$ cat src/sqvg_pkg.sv
`timescale 1ns / 1ps
`default_nettype none
package sqvg_pkg;

    localparam int CORDIC_STAGES = 16;
    localparam int FRAC_BITS     = 8;
    localparam int ATAN_ENTRIES  = 24;
    localparam int RUN_STAGES    = (CORDIC_STAGES < ATAN_ENTRIES) ? CORDIC_STAGES : ATAN_ENTRIES;
    localparam int CW            = 34;
    localparam int ZW            = 34;
    localparam int CIDX_W        = (RUN_STAGES > 1) ? $clog2(RUN_STAGES) : 1;
    localparam logic signed [CW-1:0] CORDIC_GAIN = CW'(652032874);

    typedef struct packed {
        logic signed [CW-1:0] x;
        logic signed [CW-1:0] y;
        logic signed [ZW-1:0] z;
        logic                 neg;
        logic                 rot;
    } cordic_t;

    typedef struct packed {
        logic signed [24:0] w;
        logic signed [24:0] h;
        logic signed [23:0] px;
        logic signed [23:0] py;
        logic signed [24:0] ox;
        logic signed [24:0] oy;
        logic        [15:0] depth;
        logic        [1:0]  flips;
        logic        [31:0] tint;
        logic        [31:0] tmin;
        logic        [31:0] tmax;
    } side_t;

    function automatic logic signed [ZW-1:0] atan_lut(input logic [CIDX_W-1:0] i);
        logic [31:0] v;
        unique case (5'(i))
            5'd0:  v = 32'h20000000; 5'd1:  v = 32'h12E4051E; 5'd2:  v = 32'h09FB385B;
            5'd3:  v = 32'h051111D4; 5'd4:  v = 32'h028B0D43; 5'd5:  v = 32'h0145D7E1;
            5'd6:  v = 32'h00A2F61E; 5'd7:  v = 32'h00517C55; 5'd8:  v = 32'h0028BE53;
            5'd9:  v = 32'h00145F2F; 5'd10: v = 32'h000A2F98; 5'd11: v = 32'h000517CC;
            5'd12: v = 32'h00028BE6; 5'd13: v = 32'h000145F3; 5'd14: v = 32'h0000A2FA;
            5'd15: v = 32'h0000517D; 5'd16: v = 32'h000028BE; 5'd17: v = 32'h0000145F;
            5'd18: v = 32'h00000A30; 5'd19: v = 32'h00000518; 5'd20: v = 32'h0000028C;
            5'd21: v = 32'h00000146; 5'd22: v = 32'h000000A3; 5'd23: v = 32'h00000051;
            default: v = 32'h0;
        endcase
        return ZW'(v);
    endfunction

endpackage
`default_nettype wire

$ cat src/sqvg_cordic_cell.sv
`timescale 1ns / 1ps
`default_nettype none
module sqvg_cordic_cell
    import sqvg_pkg::*;
(
    input  wire               clk,
    input  wire               rst_n,
    input  wire [CIDX_W-1:0]  idx,
    input  wire               en,
    input  wire               vld_in,
    input  cordic_t           cin,
    input  side_t             sin,
    output logic              vld_out,
    output cordic_t           cout,
    output side_t             sout
);
    cordic_t c_next;
    logic signed [CW-1:0] dx;
    logic signed [CW-1:0] dy;

    always_comb
    begin
        dx = cin.y >>> idx;
        dy = cin.x >>> idx;
        c_next = cin;
        if (!cin.z[ZW-1])
        begin
            c_next.x = cin.x - dx;
            c_next.y = cin.y + dy;
            c_next.z = cin.z - atan_lut(idx);
        end
        else
        begin
            c_next.x = cin.x + dx;
            c_next.y = cin.y - dy;
            c_next.z = cin.z + atan_lut(idx);
        end
    end

    always_ff @(posedge clk or negedge rst_n)
    begin
        if (!rst_n)
            vld_out <= 1'b0;
        else if (en)
            vld_out <= vld_in;
    end

    always_ff @(posedge clk)
    begin
        if (en)
        begin
            cout <= c_next;
            sout <= sin;
        end
    end
endmodule
`default_nettype wire

$ cat config.mk
export PLATFORM = sky130hd
export DESIGN_NAME = sqvg_cordic_cell
export DESIGN_NICKNAME = d
export VERILOG_FILES = /design/src/sqvg_pkg.sv /design/src/sqvg_cordic_cell.sv
export SDC_FILE = /design/constraint.sdc
export NUM_CORES = 1
export LEC_CHECK = 0
export BUFFER_PORTS_ARGS = -buffer_cell sky130_fd_sc_hd__buf_2
export CORE_AREA = 2 2 289 291
export CTS_CLUSTER_SIZE = 24
export DETAILED_ROUTE_END_ITERATION = 6
export DIE_AREA = 0 0 291 293
export GPL_ROUTABILITY_DRIVEN = 0
export PLACE_DENSITY = 0.6
export SLEW_MARGIN = 20
export SYNTH_ARGS = -nofsm -noshare
export SYNTH_HDL_FRONTEND = slang
export SYNTH_SLANG_ARGS = --single-unit
export TNS_END_PERCENT = 5
$ cat constraint.sdc
create_clock -name clk -period 1.14 [get_ports clk]
set_clock_uncertainty 0.15 [all_clocks]
set_input_delay 0.114 -clock clk [delete_from_list [all_inputs] [get_ports clk]]
set_output_delay 0.114 -clock clk [all_outputs]
set_load 0.01 [all_outputs]
=== After elaboration in Yosys (flattened, before gate mapping) ===
Memory sizes are Yosys's and may differ from the RTL's.
Index checks and enable logic that the tools add are counted.

* Register bits: 367
* Bits in read-only memories: 960
* Input bits: 374
* Output and inout bits: 367
* Word-level logic and storage cells: 30
* Memories kept: 2

{| class="wikitable"
|+ Memory list
! memory !! words !! bits a word !! rd ports !! clocked after memory_dff !! write ports !! line !! RTL
|-
| (no name shown) || 16 || 30 || 1 || 0 || 0 || sqvg_pkg.sv:38 || <nowiki>unique case (5'(i))</nowiki>
|-
| (no name shown) || 16 || 30 || 1 || 0 || 0 || sqvg_pkg.sv:38 ||
|}

* Add/sub/neg operators: 6
* Shift operators: 2
* Mux-type cells: 3

{| class="wikitable"
|+ Operators with widths
! operator !! number
|-
| 2-to-1 mux 102 bit || 1
|-
| adder 34 bit || 2
|-
| >>> shifter 34 x 4 -> 34 bit || 2
|-
| subtractor 34 bit || 2
|-
| 2-to-1 mux 32 bit || 2
|-
| adder 34 x 33 -> 34 bit || 1
|-
| subtractor 34 x 33 -> 34 bit || 1
|}

=== Longest topological paths before layout ===
An unclocked memory read counts as a cell.

* Depth after elaboration: 4
* Gate-level depth with buffers: 29
* Depth with buffers taken out: 22

=== Worst setup path after synthesis ===
Ideal clock, no wire load.

* Path type: input to register
* Start point: in idx[3]
* End point: reg cout[102] (netlist name) (data pin)
* Setup time: 0.265 ns
* Arrival: 6.109 ns
* Data required time: 0.725 ns
* Path slack: -5.384 ns
* Stages on the path: 28
* Buffers on the path: 8
* Cells stage by stage: clkbuf_1 -> clkbuf_1 -> clkbuf_1 -> clkbuf_1 -> clkbuf_1 -> clkbuf_1 -> clkbuf_1 -> buf_1 -> nand2_1 -> o21ai_0 -> ha_1 -> inv_1 -> a221oi_1 -> nor2b_1 -> nor2b_1 -> and2_1 -> nor2_1 -> xor2_1 -> ha_1 -> and3_1 -> nand2_1 -> nor2b_1 -> or4_1 -> o21ai_0 -> nor2_1 -> a2111oi_0 -> o21ai_0 -> xor2_1

{| class="wikitable"
|+ RTL lines
! element !! line !! RTL
|-
| from (decl) || sqvg_cordic_cell.sv:8 || <nowiki>input wire [CIDX_W-1:0] idx,</nowiki>
|-
| to (signal assigned) || sqvg_cordic_cell.sv:52 || <nowiki>cout <= c_next;</nowiki>
|-
| to (decl) || sqvg_cordic_cell.sv:14 || <nowiki>output cordic_t cout,</nowiki>
|}

==> metrics.txt <==
# TYPE chip_impl_metric gauge
chip_impl_metric{name="final_hold_viol_count",unit=""} 16
chip_impl_metric{name="grt_pass1_wl",unit="mm"} 168.8
chip_impl_metric{name="timing.critical_path.slowest_cell_delay",unit="ps"} 540
chip_impl_metric{name="fin_nets",unit=""} 4081
chip_impl_metric{name="power.leakage",unit="nW"} 17.09
chip_impl_metric{name="number_of_buffers_created_by_cts",unit=""} 44
chip_impl_metric{name="clkSlewWorstSetupHoldPaths",unit="ps"} 50
chip_impl_metric{name="ys_seq_area_frac",unit=""} 0.4974
chip_impl_metric{name="cts_max_path_buffers",unit=""} 3
chip_impl_metric{name="postCtsHoldBufs",unit=""} 268
chip_impl_metric{name="detail-route-antenna-nets",unit=""} 0
chip_impl_metric{name="clock_insertion_delay_worst_skew",unit="ps"} 580
chip_impl_metric{name="critical_path_buf_inv_count",unit=""} 2
chip_impl_metric{name="synth_simple_gate_area_share",unit=""} 0.09559
chip_impl_metric{name="ys_seq_elements",unit=""} 367
chip_impl_info{name="failed_checks",value="negative hold slack, negative setup slack"} 1
chip_impl_metric{name="fp.dieW",unit="um"} 291
chip_impl_metric{name="drt-wirelength-per-cell",unit="um"} 26.31
chip_impl_info{name="min-delay-path-class",value="input port to flip-flop"} 1
chip_impl_metric{name="drt-vias-per-instance",unit=""} 5.010
chip_impl_metric{name="h_tree_depth",unit=""} 2
chip_impl_metric{name="antenna_found_initial",unit=""} 48
chip_impl_metric{name="post_synth_mux_area_share",unit=""} 0.1063
chip_impl_metric{name="final.fill_count",unit=""} 7422
chip_impl_metric{name="multi_input_area",unit="um^2"} 12250
chip_impl_metric{name="timing.final.ws_setup",unit="ps"} -3379
chip_impl_info{name="timing_worst_setup_path_type",value="input port to flip-flop"} 1
chip_impl_metric{name="io_pins",unit=""} 741
chip_impl_metric{name="drv_slew",unit=""} 0
chip_impl_metric{name="fp-row-count",unit=""} 105
chip_impl_metric{name="vias_in_the_first_global_route",unit=""} 23330
chip_impl_metric{name="postLayoutCoreUtil",unit=""} 0.4792
chip_impl_metric{name="yosys_warnings",unit=""} 0
chip_impl_metric{name="grt_start_max_net_pins",unit=""} 42
chip_impl_metric{name="critical_path_required",unit="ps"} 1310
chip_impl_metric{name="fmax",unit="MHz"} 221.3
chip_impl_metric{name="fin_crit",unit="ps"} 4519
chip_impl_metric{name="crit_path_max_fanout",unit=""} 6
chip_impl_info{name="dominant_combinational_cell_family_by_area_after_synthesis",value="compound AO/OA/AOI/OAI gates"} 1
chip_impl_metric{name="firstDrtPassIters",unit=""} 5
chip_impl_metric{name="post_synth_fa_ha_maj_area_fraction",unit=""} 0.06486
chip_impl_info{name="tritoncts_clock_tree",value="built"} 1
chip_impl_info{name="run_status",value="finished with violations"} 1
chip_impl_metric{name="io_buffers",unit=""} 740
chip_impl_metric{name="seq_area",unit="um^2"} 11020
chip_impl_metric{name="synthesis.nets",unit=""} 2367
chip_impl_metric{name="totalNegativeSetupSlack",unit="ps"} -343360
chip_impl_metric{name="die_height",unit="um"} 293
chip_impl_metric{name="synthesis.area_per_instance",unit="um^2"} 11.78
chip_impl_info{name="path_delay_family",value="simple AND/OR/NAND/NOR gates"} 1
chip_impl_metric{name="drive_gt1_frac",unit=""} 0.5303
chip_impl_metric{name="preCtsSetupSlack",unit="ps"} -4355
chip_impl_metric{name="dieArea",unit="um^2"} 85260
chip_impl_info{name="cell_by_cell_trace_of_the_critical_path",value="buf_2 -> mux4_2 -> mux2_4 -> or4b_4 -> a222oi_1 -> buf_4 -> nor3b_4 -> nand2_2 -> nor2_4 -> nor2_1 -> xnor2_1 -> ha_1 -> and3_4 -> nand2_2 -> nor2b_1 -> or4_4 -> o21ai_4 -> nor2_2 -> a2111oi_4 -> o21ai_1 -> xor2_1"} 1
chip_impl_metric{name="number_of_flops_mapped_to_enable_cells_by_yosys",unit=""} 366
chip_impl_info{name="critical_path.endpoint_type",value="flip-flop"} 1
chip_impl_metric{name="drt_iter0_markers",unit=""} 2057
chip_impl_info{name="slowest_stage",value="sky130_fd_sc_hd__or4_4"} 1
chip_impl_metric{name="initial_core_util",unit=""} 0.2706
chip_impl_metric{name="postSynth.asyncResetShare",unit=""} 0.002725
chip_impl_metric{name="global_route_usage_sum",unit=""} 0.2767
chip_impl_info{name="crit_path_frequent_cell",value="sky130_fd_sc_hd__nand2_2"} 1
chip_impl_metric{name="clock_sink_count",unit=""} 367
chip_impl_metric{name="ys_types",unit=""} 77
chip_impl_info{name="grt_setup_unrepaired",value="yes"} 1
chip_impl_info{name="setup.worst_path.start_class",value="input port"} 1
chip_impl_metric{name="core_region",unit="um^2"} 81850
chip_impl_metric{name="timing.final.setup_violations",unit=""} 486
chip_impl_metric{name="power-per-cell-area",unit="nW/um^2"} 1384
chip_impl_metric{name="tightest_slew",unit="ps"} 653.7
chip_impl_info{name="ys_dominant_reg_cell",value="sky130_fd_sc_hd__edfxtp_1"} 1
chip_impl_metric{name="crit_arrival",unit="ps"} 4690
chip_impl_metric{name="gr-total-overflow",unit=""} 0
chip_impl_metric{name="synthCells",unit=""} 1880
chip_impl_metric{name="hold-worst-slack",unit="ps"} -303.2
chip_impl_metric{name="vdd.ir_drop.worst",unit="mV"} 0.9799
chip_impl_metric{name="netlist_area",unit="um^2"} 22150
chip_impl_metric{name="timing.final.crit_share",unit=""} 3.964
chip_impl_metric{name="route.detailed.drc",unit=""} 0
chip_impl_metric{name="area_fraction_in_compound_gates_after_synthesis",unit=""} 0.1439
chip_impl_metric{name="power",unit="W"} 0.05430
chip_impl_metric{name="layout-area-overhead-vs-synth",unit="%"} 77.11
chip_impl_metric{name="yosys.area_share.xor_xnor",unit=""} 0.06683
chip_impl_metric{name="postRouteWirelength",unit="mm"} 124.3
chip_impl_metric{name="worst_slew_margin_rel",unit=""} 0.5626
chip_impl_metric{name="place.detailed.hpwl",unit="mm"} 99.75
chip_impl_info{name="cts.root.buffer_cell",value="sky130_fd_sc_hd__clkbuf_16"} 1
chip_impl_metric{name="vias",unit=""} 23680
chip_impl_metric{name="timing.max_cap.violations",unit=""} 0
## cell families (layout without fill, tap and decap cells)
kind of cell / after synthesis / in the layout
AND/OR/NAND/NOR: 450 / 450
multiplexers: 145 / 145
buffers and inverters: 135 / 1883
adder cells (fa/ha/maj): 113 / 113
XOR/XNOR: 169 / 169
flip-flops: 367 / 367
other: 0 / 28
AO/OA/AOI/OAI: 501 / 501
## final timing paths
| path | from | endpoint | slack [ps] | cells past startpoint |
|---|---|---|---|---|
| setup / recovery | cin[43] | cout[102] | -3380 | 21 |
| hold / removal | cin[2] | cout[2] | -300 | 2 |
| setup reg to reg | vld_out | vld_out | 220 | 1 |
| hold reg to reg | vld_out | vld_out | 410 | 1 |
| max in group asynchronous | rst_n | vld_out | 320 | 3 |
| min in group asynchronous | rst_n | vld_out | 420 | 3 |
## metal layers
layer  track usage  wire [um]  share of wire
met3        0.1242      15490           0.12
met1        0.3369      48370           0.39
met4        0.1082       5670          0.046
met2        0.4275      54630           0.44
met5             0        179         0.0014
## metrics by stage
stage | instances | cell area (um^2)
2_1_floorplan | 1880 | 22490
3_3_place_gp | 4259 | 32090
3_5_place_dp | 4259 | 32090
4_1_cts | 4660 | 37840
5_1_grt | 4709 | 39180
6_report | 4726 | 39230
## sequential cells by signal, summed over array words and instances (netlist names)
register  flops
sout        262
cout        104
vld_out       1
## area by class of cell
cell class / instances / area share
Inverter: 54 / 0.005327
Antenna cell: 28 / 0.001786
Timing Repair Buffer: 1749 / 0.3299
Multi-Input combinational cell: 1378 / 0.3122
Clock inverter: 29 / 0.006061
Sequential cell: 367 / 0.2808
Clock buffer: 51 / 0.02982
Tap cell: 1070 / 0.03413
## placed cells by master (no fill, tap or decap), types with 21 or more instances in the layout
master                            n
sky130_fd_sc_hd__o21ai_1         23
sky130_fd_sc_hd__clkbuf_16       47
sky130_fd_sc_hd__edfxtp_1       366
sky130_fd_sc_hd__a21oi_2         47
sky130_fd_sc_hd__xnor2_1        109
sky130_fd_sc_hd__nor2b_1         22
sky130_fd_sc_hd__diode_2         28
sky130_fd_sc_hd__mux2i_1         34
sky130_fd_sc_hd__buf_4          674
sky130_fd_sc_hd__a21o_1          32
sky130_fd_sc_hd__a21oi_1        103
sky130_fd_sc_hd__xor2_1          48
sky130_fd_sc_hd__mux4_2          65
sky130_fd_sc_hd__o21ai_0         63
sky130_fd_sc_hd__a31oi_1         21
sky130_fd_sc_hd__inv_1           46
sky130_fd_sc_hd__buf_6           97
sky130_fd_sc_hd__ha_1            96
sky130_fd_sc_hd__nor2_1          96
sky130_fd_sc_hd__mux2_2          27
sky130_fd_sc_hd__buf_2          674
sky130_fd_sc_hd__dlygate4sd3_1  268
sky130_fd_sc_hd__buf_12          23
sky130_fd_sc_hd__nand2_1        132
sky130_fd_sc_hd__nand3_1         22
## power breakdown
| group | leakage, nW | internal, W | switching (W) |
|---|---|---|---|
| Combinational | 12.8 | 0.0109 | 0.0112 |
| Clock | 0.706 | 0.00805 | 0.00606 |
| Sequential | 3.59 | 0.0172 | 0.000793 |
| Total | 17.1 | 0.0362 | 0.0181 |
## synthesized netlist by cell type, types with 13 or more instances
master,n,area (um^2)
sky130_fd_sc_hd__a31oi_1,28,175.2
sky130_fd_sc_hd__nor2b_1,30,187.7
sky130_fd_sc_hd__a21oi_1,159,795.8
sky130_fd_sc_hd__nor2_1,121,454.2
sky130_fd_sc_hd__mux2_2,33,371.6
sky130_fd_sc_hd__nand2_1,150,563.0
sky130_fd_sc_hd__o211ai_1,13,97.59
sky130_fd_sc_hd__o21a_1,20,150.1
sky130_fd_sc_hd__o21bai_1,13,97.59
sky130_fd_sc_hd__nor3_1,29,145.1
sky130_fd_sc_hd__o31ai_1,13,97.59
sky130_fd_sc_hd__nand3_1,27,135.1
sky130_fd_sc_hd__clkbuf_1,45,168.9
sky130_fd_sc_hd__a21o_1,32,240.2
sky130_fd_sc_hd__inv_1,53,198.9
sky130_fd_sc_hd__buf_2,13,65.06
sky130_fd_sc_hd__a211oi_1,21,157.7
sky130_fd_sc_hd__xor2_1,51,446.7
sky130_fd_sc_hd__mux2i_1,45,450.4
sky130_fd_sc_hd__edfxtp_1,366,10990
sky130_fd_sc_hd__nand2b_1,19,118.9
sky130_fd_sc_hd__xnor2_1,118,1033
sky130_fd_sc_hd__ha_1,110,1376
sky130_fd_sc_hd__and2_1,14,87.58
sky130_fd_sc_hd__o21ai_0,101,505.5
sky130_fd_sc_hd__buf_1,17,63.81
sky130_fd_sc_hd__a22oi_1,14,105.1
sky130_fd_sc_hd__mux4_2,61,1374
## timing repair
action,CTS,global route
setup buffers,48,40
endpoints found under the setup margin,469,491
gates cloned,6,1
hold endpoints to repair,506,14
resized for setup,287,233
pin swaps,80,97
Note: power is estimated with default switching activity, not from simulation.
